$ cat src/sv/ise_pkg.sv
`timescale 1ns / 1ps
// ----------------------------------------------------------------------------
// ise_pkg
// Shared constants and types for the integer stack engine.
// ----------------------------------------------------------------------------
package ise_pkg;

   localparam int DEPTH    = 32;
   localparam int DATA_W   = 32;
   localparam int CMD_W    = 3;
   localparam int STATUS_W = 2;
   localparam int CNT_W    = (DEPTH > 1) ? $clog2(DEPTH) : 1;
   localparam int IDX_W    = CNT_W + 1;

   localparam logic [CMD_W-1:0] CMD_PUSH = 3'd0;
   localparam logic [CMD_W-1:0] CMD_PALL = 3'd1;
   localparam logic [CMD_W-1:0] CMD_PEEK = 3'd2;
   localparam logic [CMD_W-1:0] CMD_POP  = 3'd3;
   localparam logic [CMD_W-1:0] CMD_SWAP = 3'd4;

   localparam logic [STATUS_W-1:0] STATUS_OK    = 2'd0;
   localparam logic [STATUS_W-1:0] STATUS_SHORT = 2'd1;
   localparam logic [STATUS_W-1:0] STATUS_FULL  = 2'd2;

   typedef enum logic {
      ST_IDLE,
      ST_PRINT
   } ctrl_state_type;

   // operation broadcast from the controller to the cell chain
   typedef enum logic [2:0] {
      STK_HOLD,
      STK_PUSH,
      STK_POP,
      STK_SWAP,
      STK_ROT
   } stk_op_type;

   // what one cell loads this cycle
   typedef enum logic [1:0] {
      CELL_HOLD,
      CELL_PREV,
      CELL_NEXT,
      CELL_ROT
   } cell_op_type;

   // stack view seen by the controller
   typedef struct packed {
      logic [DEPTH-1:0]         occ;
      logic signed [DATA_W-1:0] head;
   } stack_view_type;

endpackage

$ cat src/sv/ise_ifs.sv
`timescale 1ns / 1ps
// ----------------------------------------------------------------------------
// ise_ifs
// Request and response channels of the integer stack engine.
// ----------------------------------------------------------------------------
interface ise_req_if;
   logic                               valid;
   logic                               ready;
   logic [ise_pkg::CMD_W-1:0]          cmd;
   logic signed [ise_pkg::DATA_W-1:0]  push_value;

   modport source (output valid, output cmd, output push_value, input ready);
   modport sink   (input valid, input cmd, input push_value, output ready);
endinterface

interface ise_rsp_if;
   logic                               valid;
   logic                               ready;
   logic signed [ise_pkg::DATA_W-1:0]  value;
   logic                               has_value;
   logic [ise_pkg::STATUS_W-1:0]       status;
   logic                               last;

   modport source (output valid, output value, output has_value, output status,
                   output last, input ready);
   modport sink   (input valid, input value, input has_value, input status,
                   input last, output ready);
endinterface

$ cat src/sv/ise_cell.sv
`timescale 1ns / 1ps
// ----------------------------------------------------------------------------
// ise_cell
// One stack slot: holds an entry and its occupancy, loads from a neighbour.
// ----------------------------------------------------------------------------
module ise_cell (
   input  logic                              clock,
   input  logic                              reset,
   input  ise_pkg::cell_op_type              op,
   input  logic signed [ise_pkg::DATA_W-1:0] prev_data,
   input  logic                              prev_valid,
   input  logic signed [ise_pkg::DATA_W-1:0] next_data,
   input  logic                              next_valid,
   input  logic signed [ise_pkg::DATA_W-1:0] head_data,
   output logic signed [ise_pkg::DATA_W-1:0] data_out,
   output logic                              valid_out
);

   logic signed [ise_pkg::DATA_W-1:0] data_ff, data_in;
   logic                              valid_ff, valid_in;

   always_comb begin
      data_in  = data_ff;
      valid_in = valid_ff;
      case (op)
         ise_pkg::CELL_PREV: begin
            data_in  = prev_data;
            valid_in = prev_valid;
         end
         ise_pkg::CELL_NEXT: begin
            data_in  = next_data;
            valid_in = next_valid;
         end
         ise_pkg::CELL_ROT: begin
            // bottom occupied cell wraps round to the head
            if (valid_ff) begin
               data_in = next_valid ? next_data : head_data;
            end
         end
         default: begin
         end
      endcase
   end

   always_ff @(posedge clock) begin
      if (reset) begin
         valid_ff <= 1'b0;
      end else begin
         valid_ff <= valid_in;
      end
   end

   always_ff @(posedge clock) begin
      data_ff <= data_in;
   end

   assign data_out  = data_ff;
   assign valid_out = valid_ff;

endmodule

$ cat src/sv/ise_ctrl.sv
`timescale 1ns / 1ps
// ----------------------------------------------------------------------------
// ise_ctrl
// Command decode, print sequencer and registered response beat.
// ----------------------------------------------------------------------------
module ise_ctrl (
   input  logic                    clock,
   input  logic                    reset,
   ise_req_if.sink                 req_chan,
   ise_rsp_if.source               rsp_chan,
   input  ise_pkg::stack_view_type view,
   output ise_pkg::stk_op_type     stk_op
);

   ise_pkg::ctrl_state_type state_ff, state_in;
   logic [ise_pkg::CNT_W-1:0] cnt_ff, cnt_in;

   logic                              rsp_valid_ff, rsp_valid_in;
   logic signed [ise_pkg::DATA_W-1:0] value_ff, value_in;
   logic                              has_ff, has_in;
   logic [ise_pkg::STATUS_W-1:0]      status_ff, status_in;
   logic                              last_ff, last_in;

   logic                        slot_free;
   logic                        accept;
   logic                        empty;
   logic                        lt_two;
   logic                        full;
   logic                        head_last;
   logic [ise_pkg::DEPTH:0]     occ_ext;
   logic [ise_pkg::IDX_W-1:0]   nxt_idx;

   assign slot_free = !rsp_valid_ff || rsp_chan.ready;
   // no request beat is taken while reset is held
   assign req_chan.ready = !reset && (state_ff == ise_pkg::ST_IDLE) && slot_free;
   assign accept = req_chan.valid && req_chan.ready;

   assign empty   = !view.occ[0];
   assign lt_two  = !view.occ[1];
   assign full    = view.occ[ise_pkg::DEPTH-1];
   assign occ_ext = {1'b0, view.occ};
   // head holds the bottom entry once the slot after the print count is empty
   assign nxt_idx   = {1'b0, cnt_ff} + ise_pkg::IDX_W'(1);
   assign head_last = !occ_ext[nxt_idx];

   always_comb begin
      state_in     = state_ff;
      cnt_in       = cnt_ff;
      rsp_valid_in = rsp_valid_ff && !rsp_chan.ready;
      value_in     = value_ff;
      has_in       = has_ff;
      status_in    = status_ff;
      last_in      = last_ff;
      stk_op       = ise_pkg::STK_HOLD;
      case (state_ff)
         ise_pkg::ST_IDLE: begin
            if (accept) begin
               rsp_valid_in = 1'b1;
               value_in     = '0;
               has_in       = 1'b0;
               status_in    = ise_pkg::STATUS_OK;
               last_in      = 1'b1;
               case (req_chan.cmd)
                  ise_pkg::CMD_PUSH: begin
                     if (full) begin
                        status_in = ise_pkg::STATUS_FULL;
                     end else begin
                        stk_op = ise_pkg::STK_PUSH;
                     end
                  end
                  ise_pkg::CMD_PALL: begin
                     if (!empty) begin
                        value_in = view.head;
                        has_in   = 1'b1;
                        last_in  = head_last;
                        stk_op   = ise_pkg::STK_ROT;
                        if (!head_last) begin
                           state_in = ise_pkg::ST_PRINT;
                           cnt_in   = ise_pkg::CNT_W'(1);
                        end
                     end
                  end
                  ise_pkg::CMD_PEEK: begin
                     if (empty) begin
                        status_in = ise_pkg::STATUS_SHORT;
                     end else begin
                        value_in = view.head;
                        has_in   = 1'b1;
                     end
                  end
                  ise_pkg::CMD_POP: begin
                     if (empty) begin
                        status_in = ise_pkg::STATUS_SHORT;
                     end else begin
                        stk_op = ise_pkg::STK_POP;
                     end
                  end
                  ise_pkg::CMD_SWAP: begin
                     if (lt_two) begin
                        status_in = ise_pkg::STATUS_SHORT;
                     end else begin
                        stk_op = ise_pkg::STK_SWAP;
                     end
                  end
                  default: begin
                     // unknown command: no beat
                     rsp_valid_in = rsp_valid_ff && !rsp_chan.ready;
                     value_in     = value_ff;
                     has_in       = has_ff;
                     status_in    = status_ff;
                     last_in      = last_ff;
                  end
               endcase
            end
         end
         ise_pkg::ST_PRINT: begin
            if (slot_free) begin
               rsp_valid_in = 1'b1;
               value_in     = view.head;
               has_in       = 1'b1;
               status_in    = ise_pkg::STATUS_OK;
               last_in      = head_last;
               stk_op       = ise_pkg::STK_ROT;
               if (head_last) begin
                  state_in = ise_pkg::ST_IDLE;
                  cnt_in   = '0;
               end else begin
                  cnt_in = cnt_ff + ise_pkg::CNT_W'(1);
               end
            end
         end
         default: begin
            state_in = ise_pkg::ST_IDLE;
            cnt_in   = '0;
         end
      endcase
   end

   always_ff @(posedge clock) begin
      if (reset) begin
         state_ff     <= ise_pkg::ST_IDLE;
         cnt_ff       <= '0;
         rsp_valid_ff <= 1'b0;
      end else begin
         state_ff     <= state_in;
         cnt_ff       <= cnt_in;
         rsp_valid_ff <= rsp_valid_in;
      end
   end

   always_ff @(posedge clock) begin
      value_ff  <= value_in;
      has_ff    <= has_in;
      status_ff <= status_in;
      last_ff   <= last_in;
   end

   assign rsp_chan.valid     = rsp_valid_ff;
   assign rsp_chan.value     = value_ff;
   assign rsp_chan.has_value = has_ff;
   assign rsp_chan.status    = status_ff;
   assign rsp_chan.last      = last_ff;

endmodule

$ cat src/sv/integer_stack_engine_core.sv
`timescale 1ns / 1ps
// ----------------------------------------------------------------------------
// integer_stack_engine_core
// Bounded LIFO of signed words built as a chain of cells, top in cell 0.
// ----------------------------------------------------------------------------
// The response beat is registered and appears in the cycle after the request beat.
// Push, pop, peek and swap: one request per cycle when the response is taken.
// Print all: one response beat per entry; the chain rotates one place per beat and
// is back in order after the last one. No request is taken meanwhile.
// Reset clears the occupancy bits and controller at once; no clearing pass.
// ----------------------------------------------------------------------------
module integer_stack_engine_core (
   input  logic      clock,
   input  logic      reset,
   ise_req_if.sink   req_chan,
   ise_rsp_if.source rsp_chan
);

   logic signed [ise_pkg::DATA_W-1:0] cell_data [ise_pkg::DEPTH];
   logic [ise_pkg::DEPTH-1:0]         cell_valid;
   ise_pkg::stk_op_type               stk_op;
   ise_pkg::stack_view_type           view;

   assign view.occ  = cell_valid;
   assign view.head = cell_data[0];

   ise_ctrl u_ctrl (
      .clock    (clock),
      .reset    (reset),
      .req_chan (req_chan),
      .rsp_chan (rsp_chan),
      .view     (view),
      .stk_op   (stk_op)
   );

   for (genvar i = 0; i < ise_pkg::DEPTH; i++) begin : g_cell
      ise_pkg::cell_op_type              op;
      logic signed [ise_pkg::DATA_W-1:0] prev_data;
      logic                              prev_valid;
      logic signed [ise_pkg::DATA_W-1:0] next_data;
      logic                              next_valid;

      always_comb begin
         case (stk_op)
            ise_pkg::STK_PUSH: op = ise_pkg::CELL_PREV;
            ise_pkg::STK_POP:  op = ise_pkg::CELL_NEXT;
            ise_pkg::STK_ROT:  op = ise_pkg::CELL_ROT;
            ise_pkg::STK_SWAP: begin
               if (i == 0) begin
                  op = ise_pkg::CELL_NEXT;
               end else if (i == 1) begin
                  op = ise_pkg::CELL_PREV;
               end else begin
                  op = ise_pkg::CELL_HOLD;
               end
            end
            default: op = ise_pkg::CELL_HOLD;
         endcase
      end

      if (i == 0) begin : g_top
         assign prev_data  = req_chan.push_value;
         assign prev_valid = 1'b1;
      end else begin : g_mid
         assign prev_data  = cell_data[i-1];
         assign prev_valid = cell_valid[i-1];
      end

      if (i == ise_pkg::DEPTH-1) begin : g_bot
         assign next_data  = '0;
         assign next_valid = 1'b0;
      end else begin : g_low
         assign next_data  = cell_data[i+1];
         assign next_valid = cell_valid[i+1];
      end

      ise_cell u_cell (
         .clock      (clock),
         .reset      (reset),
         .op         (op),
         .prev_data  (prev_data),
         .prev_valid (prev_valid),
         .next_data  (next_data),
         .next_valid (next_valid),
         .head_data  (cell_data[0]),
         .data_out   (cell_data[i]),
         .valid_out  (cell_valid[i])
      );
   end

   // occupancy is always a contiguous run from the top cell
   a_occ_contig : assert property (@(posedge clock) disable iff (reset)
      ((cell_valid >> 1) & ~cell_valid) == '0)
      else $error("stack occupancy not contiguous");

   a_push_head : assert property (@(posedge clock) disable iff (reset)
      (req_chan.valid && req_chan.ready && req_chan.cmd == ise_pkg::CMD_PUSH
       && !cell_valid[ise_pkg::DEPTH-1])
      |=> (cell_valid[0] && cell_data[0] == $past(req_chan.push_value)))
      else $error("pushed word not at head");

   a_pop_shrink : assert property (@(posedge clock) disable iff (reset)
      (req_chan.valid && req_chan.ready && req_chan.cmd == ise_pkg::CMD_POP
       && cell_valid[0])
      |=> (cell_valid == ($past(cell_valid) >> 1)))
      else $error("pop did not drop one entry");

   a_stall_blocks : assert property (@(posedge clock) disable iff (reset)
      (rsp_chan.valid && !rsp_chan.ready) |-> !req_chan.ready)
      else $error("request taken while response beat stalled");

endmodule

$ cat src/flat_wrapper.sv
// flat-port wrapper written by rule: the top's interface ports become plain ports
module integer_stack_engine_core_flat 
  (clock, reset, req_chan_valid, req_chan_cmd, req_chan_push_value, req_chan_ready, rsp_chan_valid, rsp_chan_value, rsp_chan_has_value, rsp_chan_status, rsp_chan_last, rsp_chan_ready);
  ise_req_if req_chan_i ();
  ise_rsp_if rsp_chan_i ();
  input  logic clock;
  input  logic reset;
  input wire logic [$bits(req_chan_i.valid)-1:0] req_chan_valid;
  input wire logic [$bits(req_chan_i.cmd)-1:0] req_chan_cmd;
  input wire logic [$bits(req_chan_i.push_value)-1:0] req_chan_push_value;
  output wire logic [$bits(req_chan_i.ready)-1:0] req_chan_ready;
  output wire logic [$bits(rsp_chan_i.valid)-1:0] rsp_chan_valid;
  output wire logic [$bits(rsp_chan_i.value)-1:0] rsp_chan_value;
  output wire logic [$bits(rsp_chan_i.has_value)-1:0] rsp_chan_has_value;
  output wire logic [$bits(rsp_chan_i.status)-1:0] rsp_chan_status;
  output wire logic [$bits(rsp_chan_i.last)-1:0] rsp_chan_last;
  input wire logic [$bits(rsp_chan_i.ready)-1:0] rsp_chan_ready;
  assign req_chan_i.valid = req_chan_valid;
  assign req_chan_i.cmd = req_chan_cmd;
  assign req_chan_i.push_value = req_chan_push_value;
  assign req_chan_ready = req_chan_i.ready;
  assign rsp_chan_valid = rsp_chan_i.valid;
  assign rsp_chan_value = rsp_chan_i.value;
  assign rsp_chan_has_value = rsp_chan_i.has_value;
  assign rsp_chan_status = rsp_chan_i.status;
  assign rsp_chan_last = rsp_chan_i.last;
  assign rsp_chan_i.ready = rsp_chan_ready;
  integer_stack_engine_core u_core (.clock(clock), .reset(reset), .req_chan(req_chan_i), .rsp_chan(rsp_chan_i));
endmodule
$ cat config.mk
export PLATFORM = sky130hd
export DESIGN_NAME = integer_stack_engine_core_flat
export DESIGN_NICKNAME = d
export VERILOG_FILES = /design/src/sv/ise_pkg.sv /design/src/sv/ise_ifs.sv /design/src/sv/ise_cell.sv /design/src/sv/ise_ctrl.sv /design/src/sv/integer_stack_engine_core.sv /design/src/flat_wrapper.sv
export SDC_FILE = /design/constraint.sdc
export NUM_CORES = 2
export LEC_CHECK = 0
export ABC_AREA = 1
export BUFFER_PORTS_ARGS = -buffer_cell sky130_fd_sc_hd__buf_2
export CAP_MARGIN = 5
export CELL_PAD_IN_SITES_DETAIL_PLACEMENT = 2
export CELL_PAD_IN_SITES_GLOBAL_PLACEMENT = 2
export CORE_AREA = 2 2 352 354
export CTS_CLUSTER_SIZE = 14
export DETAILED_ROUTE_END_ITERATION = 12
export DIE_AREA = 0 0 354 356
export PLACE_DENSITY_LB_ADDON = 0.1
export SYNTH_ARGS = -nofsm -noshare
export SYNTH_HDL_FRONTEND = slang
export SYNTH_SLANG_ARGS = --single-unit
$ cat constraint.sdc
create_clock -name clock -period 10.08 [get_ports clock]
set_clock_uncertainty 0.1 [all_clocks]
set_input_delay 3.024 -clock clock [delete_from_list [all_inputs] [get_ports clock]]
set_output_delay 3.024 -clock clock [all_outputs]
set_load 0.005 [all_outputs]
==> out/qor.yml <==
global_route:
  grt_overflow: 0
  grtUsageTotal_pct: 33.1
  grt_max_degree: 231
  grt_pass1_vias: 50100
  grt_pass1_wl_um: 322000
  antenna_found_initial: 2
placement:
  place_congestion: 0.823
  io_buffers: 76
  dpl.hpwl_um: 131000
cts:
  cts_resized: 0
  cts_max_path_buffers: 3
  clkTransAtPathRegs_ns: 0.06
  cts_setup_buffers: 0
  clkLatencyLatePin_ns: 0.76
  clock_sinks: 1099
  holdBufCountCts: 0
  cts_buffers: 131
  h-tree-depth: 4
  cts_tree: "done"
  cts-root-buf: "clkbuf_16"
pwr:
  p_per_area_nw_per_um2: 168
  power.leakage_nw: 21.0
  power.total_mw: 10.2
  peakVddDrop_v: 0.000180
detailed_routing:
  drc_errors: 0
  dr_wl_met2_um: 105000
  drt_iter0_drc: 4758
  wl_met1_um: 88300
  drt-total-wl_um: 211000
  ant_nets: 0
  highest_layer: "met5"
  via_per_inst: 6.56
  vias: 46300
  dr_wl_met3_um: 10900
  dr.pass1.iters: 5
  routedWlPerCell_um: 29.9
synth:
  syn-num-nets: 5629
  synth_edf_count: 1060
  async_flop_share_pct: 0
  seq_area_frac_synth_pct: 59.7
  ys_seq_elements: 1099
  syn_area_per_cell_sq_um: 9.78
  syn_area_sq_um: 54600
  ys.flop_type: "edfxtp_1"
  ys_types: 36
  syn_inst: 5580
  yosys_warnings: 0
critical_path:
  cp_max_fo: 226
  cp.required_ns: 10.47
  start_kind: "input pin"
  critical_path.startpoint: "reset"
  critPathKind: "in -> reg"
  path_buf_inv: 7
  critPathTopFamily: "buffers and inverters"
  critPathCaptureType: "flop"
  cp_slowest_cell: "inv_2"
  crit_top_cell: "inv_1"
  max_stage_delay_ns: 0.71
  arrival_ns: 7.68
  r2r-start: "u_core.u_ctrl.rsp_chan.valid"
  crit_chain: "buf_2, buf_4, inv_1, nand4_1, o21ai_1, nand2_1, inv_1, a21oi_1, inv_1, ha_4, inv_2, nor2_8, buf_12, nand3_1, nand3_1"
sta:
  holdWs_ns: 0.436
  hold_viol: 0
  max_freq_ghz: 0.137
  tightest_slew_ns: 1.36
  maxSlewViolCount: 0
  min_period_ns: 7.30
  fin_crit_sh_pct: 72.4
  max_slew_margin_pct: 9.44
  rsz0062_at_grt: "false"
  setup_viol: 0
  timing.setup.tns_ns: 0
final_layout:
  fin_util_pct: 49.2
  multi_input_area_sq_um: 19600
  fillerInstances: 12600
  nets: 5378
  syn2layout_area_growth_pct: 10.4
  drive_gt1_share_pct: 8.60
  mostFrequentLayoutCell: "nand3_1"
  layout_common_cells: "1705 x nand3_1, 1174 x nand2_1, 1060 x edfxtp_1"
  seq_area_sq_um: 32600
die:
  fp.dieH_um: 356
  start_util_pct: 44.5
  coreArea_sq_um: 123000
  io_pins: 77
  num_rows: 129
  dieWidth_um: 354
  fp.dieArea_sq_um: 126000
min_path:
  hp-class: "reg -> reg"
  min_from: "u_core.u_ctrl.cnt_ff[4]"
outcome:
  status: "completed"
flow_run:
  maxCapViolCount: 0
## flip-flops by register name, indices dropped and copies added (netlist names)
register	cells
u_core.u_ctrl.rsp_chan.has_value	1
u_core.u_ctrl.rsp_chan.last	1
u_core.u_ctrl.rsp_chan.value	32
u_core.u_ctrl.rsp_chan.status	2
u_core.u_ctrl.rsp_chan.valid	1
u_core.g_cell.u_cell.valid_out	32
u_core.u_ctrl.cnt_ff	5
u_core.u_ctrl.state_ff	1
u_core.g_cell.u_cell.data_out	1024
## cell families (layout without fill, tap and decap cells)
logic type,Yosys count,after routing,synth area share (%)
and+or+nand+nor,2976,2976,24.5
DFF,1099,1099,59.7
AOI/OAI and AO/OA,784,784,9.81
buffers and inverters,707,557,5.66
adders and majority gates,10,10,0.229
xor gates and xnor gates,4,4,0.0642
other,0,1,0
## per-stage QoR
step | area (sq um) | std cells | setup slack (ns)
3_3_place_gp | 56100 | 6833 | 2.40
5_1_grt | 60300 | 7067 | 2.60
2_1_floorplan | 54600 | 5580 | 3.13
6_report | 60300 | 7068 | 2.78
3_5_place_dp | 56100 | 6833 | 2.26
4_1_cts | 60300 | 7067 | 2.79
## synthesized netlist by cell type (2+ instances only)
cell type,instances,share of area [%]
a21oi_1,76,0.70
a31oi_1,21,0.24
buf_1,14,0.096
buf_2,191,1.8
buf_4,46,0.63
buf_6,3,0.062
clkbuf_1,323,2.2
clkinv_1,28,0.19
dfxtp_1,39,1.4
edfxtp_1,1060,58
ha_1,10,0.23
inv_1,94,0.65
inv_2,7,0.048
nand2_1,1174,8.1
nand3_1,1724,16
nand4_1,3,0.034
nor2_1,65,0.45
nor2_2,2,0.023
nor3_1,2,0.018
nor3_2,2,0.037
o211ai_1,554,7.6
o21ai_0,73,0.67
o21ai_1,52,0.48
o22ai_1,2,0.023
o31ai_1,2,0.027
xnor2_1,2,0.032
xor2_1,2,0.032
## report_power, final
group / switching, mW / internal, mW / total (mW)
clock: 1.98 / 2.81 / 4.79
sequential: 0.0606 / 5.04 / 5.10
combinational: 0.196 / 0.0649 / 0.261
## metal layers
metal  vias up  GRT usage, %
met1     24400          43.4
met4         2          11.8
li1      19900             -
met3       395          4.07
met2      1618          56.7
met5         -             0
## path summary, 6_finish.rpt
check / end / slack (ns) / cells after the start
worst max register to register: u_core.g_cell[17].u_cell.data_out[23] / 4.87 / 15
worst max-delay path: u_core.g_cell[17].u_cell.data_out[23] / 2.78 / 15
worst min-delay path: u_core.u_ctrl.cnt_ff[4] / 0.44 / 2
worst min register to register: u_core.u_ctrl.cnt_ff[4] / 0.44 / 2
## worst register-to-register path: cells and delay by family (launching register included)
family / cells / cell delay, ns
simple gates: 6 / 2.01
buf+inv: 7 / 1.76
compound gates: 1 / 0.53
fa+ha+maj: 1 / 0.22
flops: 1 / 0.33
## area by class of cell
type,instances,area share [%]
antenna,1,0.00415
clock buffer,183,6.13
clock inverter,51,0.832
inverter,130,0.836
multi-input combinational,3774,32.5
sequential,1099,54.1
tap,1637,3.40
timing repair buffer,193,2.23
No activity file was read; power rests on OpenSTA's default activity.
